<file path="config.mk">
export PLATFORM = sky130hd
export DESIGN_NAME = scl_ram
export DESIGN_NICKNAME = d
export VERILOG_FILES = /design/src/hdl/set_assoc_cache_lru_sim_defines.svh /design/src/hdl/scl_ram.sv
export SDC_FILE = /design/constraint.sdc
export NUM_CORES = 1
export LEC_CHECK = 0
export BUFFER_PORTS_ARGS = -buffer_cell sky130_fd_sc_hd__buf_2
export CAP_MARGIN = 20
export CORE_MARGIN = 3
export CORE_UTILIZATION = 40
export CTS_BUF_LIST = sky130_fd_sc_hd__clkbuf_4 sky130_fd_sc_hd__clkbuf_8 sky130_fd_sc_hd__clkbuf_16
export DETAILED_ROUTE_END_ITERATION = 10
export PLACE_DENSITY_LB_ADDON = 0.12
export SLEW_MARGIN = 30
export SYNTH_ARGS = -nofsm -noshare
export SYNTH_HDL_FRONTEND = slang
export SYNTH_SLANG_ARGS = --single-unit
</file>
<file path="constraint.sdc">
create_clock -name i_clk -period 3 [get_ports i_clk]
set_input_delay 0.45 -clock i_clk [delete_from_list [all_inputs] [get_ports i_clk]]
set_output_delay 0.45 -clock i_clk [all_outputs]
set_load 0.005 [all_outputs]
</file>
<file path="src/hdl/set_assoc_cache_lru_sim_defines.svh">
// ----------------------------------------------------------------------------
// Cache model assertion macros
// Shared property templates for the cache model checks.
// ----------------------------------------------------------------------------
`ifndef SET_ASSOC_CACHE_LRU_SIM_DEFINES_SVH
`define SET_ASSOC_CACHE_LRU_SIM_DEFINES_SVH

// Same-cycle implication, off while reset is held.
`define SCL_ASSERT_NOW(lbl, clk, rst_n, ante, cons, msg) \
    lbl: assert property (@(posedge clk) disable iff (!(rst_n)) (ante) |-> (cons)) \
        else $error(msg);

// Next-cycle implication, off while reset is held.
`define SCL_ASSERT_NEXT(lbl, clk, rst_n, ante, cons, msg) \
    lbl: assert property (@(posedge clk) disable iff (!(rst_n)) (ante) |=> (cons)) \
        else $error(msg);

`endif

</file>
<file path="src/hdl/scl_ram.sv">
// ----------------------------------------------------------------------------
// Generic single-port-write RAM
// One write port and one read port, read data registered.
// ----------------------------------------------------------------------------
module scl_ram #(
    parameter int WIDTH = 8,
    parameter int DEPTH = 16
) (
    input  logic                                      i_clk,
    input  logic                                      i_wr_en,
    input  logic [(DEPTH > 1 ? $clog2(DEPTH) : 1)-1:0] i_wr_addr,
    input  logic [WIDTH-1:0]                          i_wr_data,
    input  logic                                      i_rd_en,
    input  logic [(DEPTH > 1 ? $clog2(DEPTH) : 1)-1:0] i_rd_addr,
    output logic [WIDTH-1:0]                          o_rd_data
);

    logic [WIDTH-1:0] r_mem [DEPTH];
    logic [WIDTH-1:0] r_rd_data;

    always_ff @(posedge i_clk) begin
        if (i_wr_en) begin
            r_mem[i_wr_addr] <= i_wr_data;
        end
        if (i_rd_en) begin
            r_rd_data <= r_mem[i_rd_addr];
        end
    end

    assign o_rd_data = r_rd_data;

endmodule

</file>
==> run_summary.xml <==
<?xml version="1.0" encoding="UTF-8"?>
<metrics>
  <group name="yosys">
    <metric name="mappedNetlistNets" unit="">248</metric>
    <metric name="synth.ff_latch_count" unit="">136</metric>
    <metric name="yosysSeqAreaShare" unit="">0.7812</metric>
    <metric name="syn_area_per_cell" unit="um^2">22.83</metric>
    <metric name="synth-main-ff-cell" unit="">edfxtp_1</metric>
    <metric name="synthesis.yosys.warnings" unit="">0</metric>
    <metric name="post_synth_num_cell_types" unit="">18</metric>
    <metric name="postSynth.asyncResetShare" unit="">0</metric>
    <metric name="post_synth_instance_area" unit="um^2">5228</metric>
    <metric name="number_of_synthesized_flops_with_an_enable_pin" unit="">136</metric>
    <metric name="synthCells" unit="">229</metric>
  </group>
  <group name="placement">
    <metric name="place_ws" unit="ns">0.7331</metric>
    <metric name="buffer_ports.inserted" unit="">26</metric>
    <metric name="gp_congestion" unit="">0.7042</metric>
    <metric name="hpwlAfterDp" unit="um">6530</metric>
  </group>
  <group name="worst_setup_path">
    <metric name="critical_path_arrival" unit="ns">1.96</metric>
    <metric name="timing.critical_path.slowest_stage_cell" unit="">mux4_1</metric>
    <metric name="crit-reg2reg-launch" unit="">r_mem[1][0]</metric>
    <metric name="critical_path.endpoint_type" unit="">flop</metric>
    <metric name="timing.critical_path.fanout_max" unit="">12</metric>
    <metric name="setup.worst_path.start_class" unit="">input pin</metric>
    <metric name="critPathMaxStageDelay" unit="ns">0.56</metric>
    <metric name="required_worst_endpoint" unit="ns">3.16</metric>
    <metric name="buffers_inverters_on_critical_path" unit="">2</metric>
    <metric name="critical_path_class" unit="">input pin to flop</metric>
    <metric name="critical_path.top_delay_family" unit="">buffers and inverters</metric>
    <metric name="r2r-end" unit="">o_rd_data[0]</metric>
    <metric name="r2r_cell_count" unit="">3</metric>
    <metric name="critical_path.cell_chain" unit="">buf_2, buf_12, mux4_1, a22oi_1, nand2_1</metric>
    <metric name="worstSetupStartpoint" unit="">i_rd_addr[0]</metric>
    <metric name="ff2ff_setup_slack" unit="ns">1.49</metric>
  </group>
  <group name="finish">
    <metric name="multi_input_area" unit="um^2">1057</metric>
    <metric name="final.fill_count" unit="">1068</metric>
    <metric name="synthToLayoutAreaGrowth" unit="%">19.72</metric>
    <metric name="drive_gt1_frac" unit="">0.3058</metric>
    <metric name="n_antenna_cell" unit="">0</metric>
    <metric name="layout_common_cells" unit="">edfxtp_1, buf_2, mux4_2</metric>
    <metric name="layout.cells.most_common" unit="">edfxtp_1</metric>
    <metric name="regArea" unit="um^2">4084</metric>
    <metric name="final_net_count" unit="">297</metric>
  </group>
  <group name="clock_tree">
    <metric name="clock_tree.root_cell" unit="">clkbuf_16</metric>
    <metric name="clkLatencyLatePin" unit="ns">0.41</metric>
    <metric name="post_cts.repair.setup_buffers" unit="">0</metric>
    <metric name="cts_h_tree_depth" unit="">4</metric>
    <metric name="maximum_number_of_buffers_from_clock_root_to_sink" unit="">2</metric>
    <metric name="tritoncts_clock_tree" unit="">done</metric>
    <metric name="cts.reportedPaths.clkPinSlew" unit="ns">0.06</metric>
    <metric name="cts-buffers-inserted" unit="">17</metric>
    <metric name="ctsResizeCount" unit="">0</metric>
    <metric name="numClockSinks" unit="">136</metric>
    <metric name="ctsHoldBuffers" unit="">0</metric>
  </group>
  <group name="power">
    <metric name="power.total" unit="uW">4577</metric>
    <metric name="leakage" unit="uW">0.002105</metric>
    <metric name="powerDensity" unit="nW/um^2">731.4</metric>
    <metric name="peakVddDrop" unit="mV">0.3296</metric>
  </group>
  <group name="grt">
    <metric name="global_route_wire_length_before_repair" unit="um">15460</metric>
    <metric name="initial_antenna_violation_count" unit="">0</metric>
    <metric name="congestion_overflow_gr" unit="">0</metric>
    <metric name="largest_net_degree_at_the_start_of_global_routing" unit="">20</metric>
    <metric name="grt_util_all_layers" unit="">0.1537</metric>
    <metric name="grt_pass1_vias" unit="">2490</metric>
  </group>
  <group name="drt">
    <metric name="via_per_inst" unit="">5.184</metric>
    <metric name="drtIter0Drc" unit="">110</metric>
    <metric name="route.detailed.wl_per_inst" unit="um">22.27</metric>
    <metric name="drtPass1Iterations" unit="">5</metric>
    <metric name="antenna_left" unit="">0</metric>
    <metric name="num_vias" unit="">2400</metric>
    <metric name="drt_drc_violations_left" unit="">0</metric>
    <metric name="routed_wirelength" unit="um">10310</metric>
  </group>
  <group name="sta">
    <metric name="fin_crit" unit="ns">1.808</metric>
    <metric name="final.setup_skew" unit="ns">0.008879</metric>
    <metric name="maxClockFrequency" unit="GHz">0.5531</metric>
    <metric name="worst_slew_pin_slew" unit="ns">0.8778</metric>
    <metric name="final-setup-viol-count" unit="">0</metric>
    <metric name="final_hold_violating_endpoints" unit="">0</metric>
    <metric name="timing.slew.headroom" unit="">0.4127</metric>
    <metric name="final_max_slew_viol_count" unit="">0</metric>
    <metric name="final_min_period_over_clock_period" unit="">0.6026</metric>
    <metric name="finalWorstSetupSlack" unit="ns">1.192</metric>
    <metric name="setup-tns-final" unit="ns">0</metric>
    <metric name="grt_setup_unrepaired" unit="">no</metric>
    <metric name="timing.hold.ws" unit="ns">0.4200</metric>
  </group>
  <group name="flow_run">
    <metric name="maxCapViolCount" unit="">0</metric>
  </group>
  <group name="worst_hold_path">
    <metric name="hp-class" unit="">input pin to flop</metric>
    <metric name="timing.hold.worst_endpoint" unit="">o_rd_data[3]</metric>
    <metric name="holdCritStartpoint" unit="">i_rd_en</metric>
    <metric name="worst_hold_path.num_cells" unit="">1</metric>
  </group>
  <group name="floorplan">
    <metric name="die_area" unit="um^2">14480</metric>
    <metric name="core" unit="um^2">12720</metric>
    <metric name="dieWidth" unit="um">120.3</metric>
    <metric name="initial_utilization" unit="">0.4109</metric>
    <metric name="num_rows" unit="">41</metric>
    <metric name="top_level_ports" unit="">27</metric>
    <metric name="die_h" unit="um">120.3</metric>
  </group>
  <group name="outcome">
    <metric name="result_of_the_run" unit="">finished clean</metric>
  </group>
</metrics>
## where the power goes
group	switching [uW]	internal, uW
logic	112	82.1
registers	10.4	2140
clock network	743	1490
## layer usage
layer,routed length [um],track usage,vias to the layer above,share of wire
met5,0,0,-,0
met3,301,0.04303,8,0.029
met4,97,0.05737,0,0.0094
met1,4711,0.2070,1266,0.46
li1,-,-,1078,-
met2,5201,0.2413,48,0.50
## per-stage QoR
step,cell area [um^2],utilization,instances
after floorplan,5228,-,229
after global placement,5617,0.4415,431
after detailed placement,5617,0.4415,431
after CTS,6259,0.4919,463
after global routing,6259,0.4919,463
final,6259,0.4919,463
## flip-flops by register name, indices dropped and copies added, names as in the netlist
name and cells:
o_rd_data 8, r_mem 128
## cell families (layout without fill, tap and decap cells)
family | count (synthesis) | after routing | share of synthesized area
DFF | 136 | 136 | 0.7812
muxes | 32 | 32 | 0.1479
buffers and inverters | 10 | 72 | 0.01651
and+or+nand+nor | 35 | 35 | 0.03136
AOI/OAI and AO/OA | 16 | 16 | 0.02298
## area by class of cell
type / count / area share
multi-input combinational: 83 / 0.1689
timing repair buffer: 40 / 0.04158
clock buffer: 19 / 0.07037
tap: 172 / 0.03439
clock inverter: 13 / 0.03219
sequential: 136 / 0.6525
## how the worst max path moves through the flow
stage	endpoint	slack (ns)	cells after the start
2_1_floorplan	r_mem[0][0]	1.06	2
3_3_place_gp	o_rd_data[3]	0.70	5
3_5_place_dp	o_rd_data[3]	0.73	5
4_1_cts	o_rd_data[3]	1.16	5
5_1_grt	o_rd_data[3]	1.08	5
6_report	o_rd_data[3]	1.19	5
## synth_stat cells, types with 2 or more instances
master           number  area share
nand3b_1              2      0.0029
nand2_1               9      0.0065
a22oi_1              16       0.023
buf_2                 3      0.0029
edfxtp_1            136        0.78
nor3_1                4      0.0038
mux4_2               18       0.078
clkdlybuf4s25_2       3      0.0057
mux4_1               14       0.070
nor2_1               13      0.0093
nand2b_1              2      0.0024
buf_6                 3      0.0065
Power figures use the tool's default switching activity.
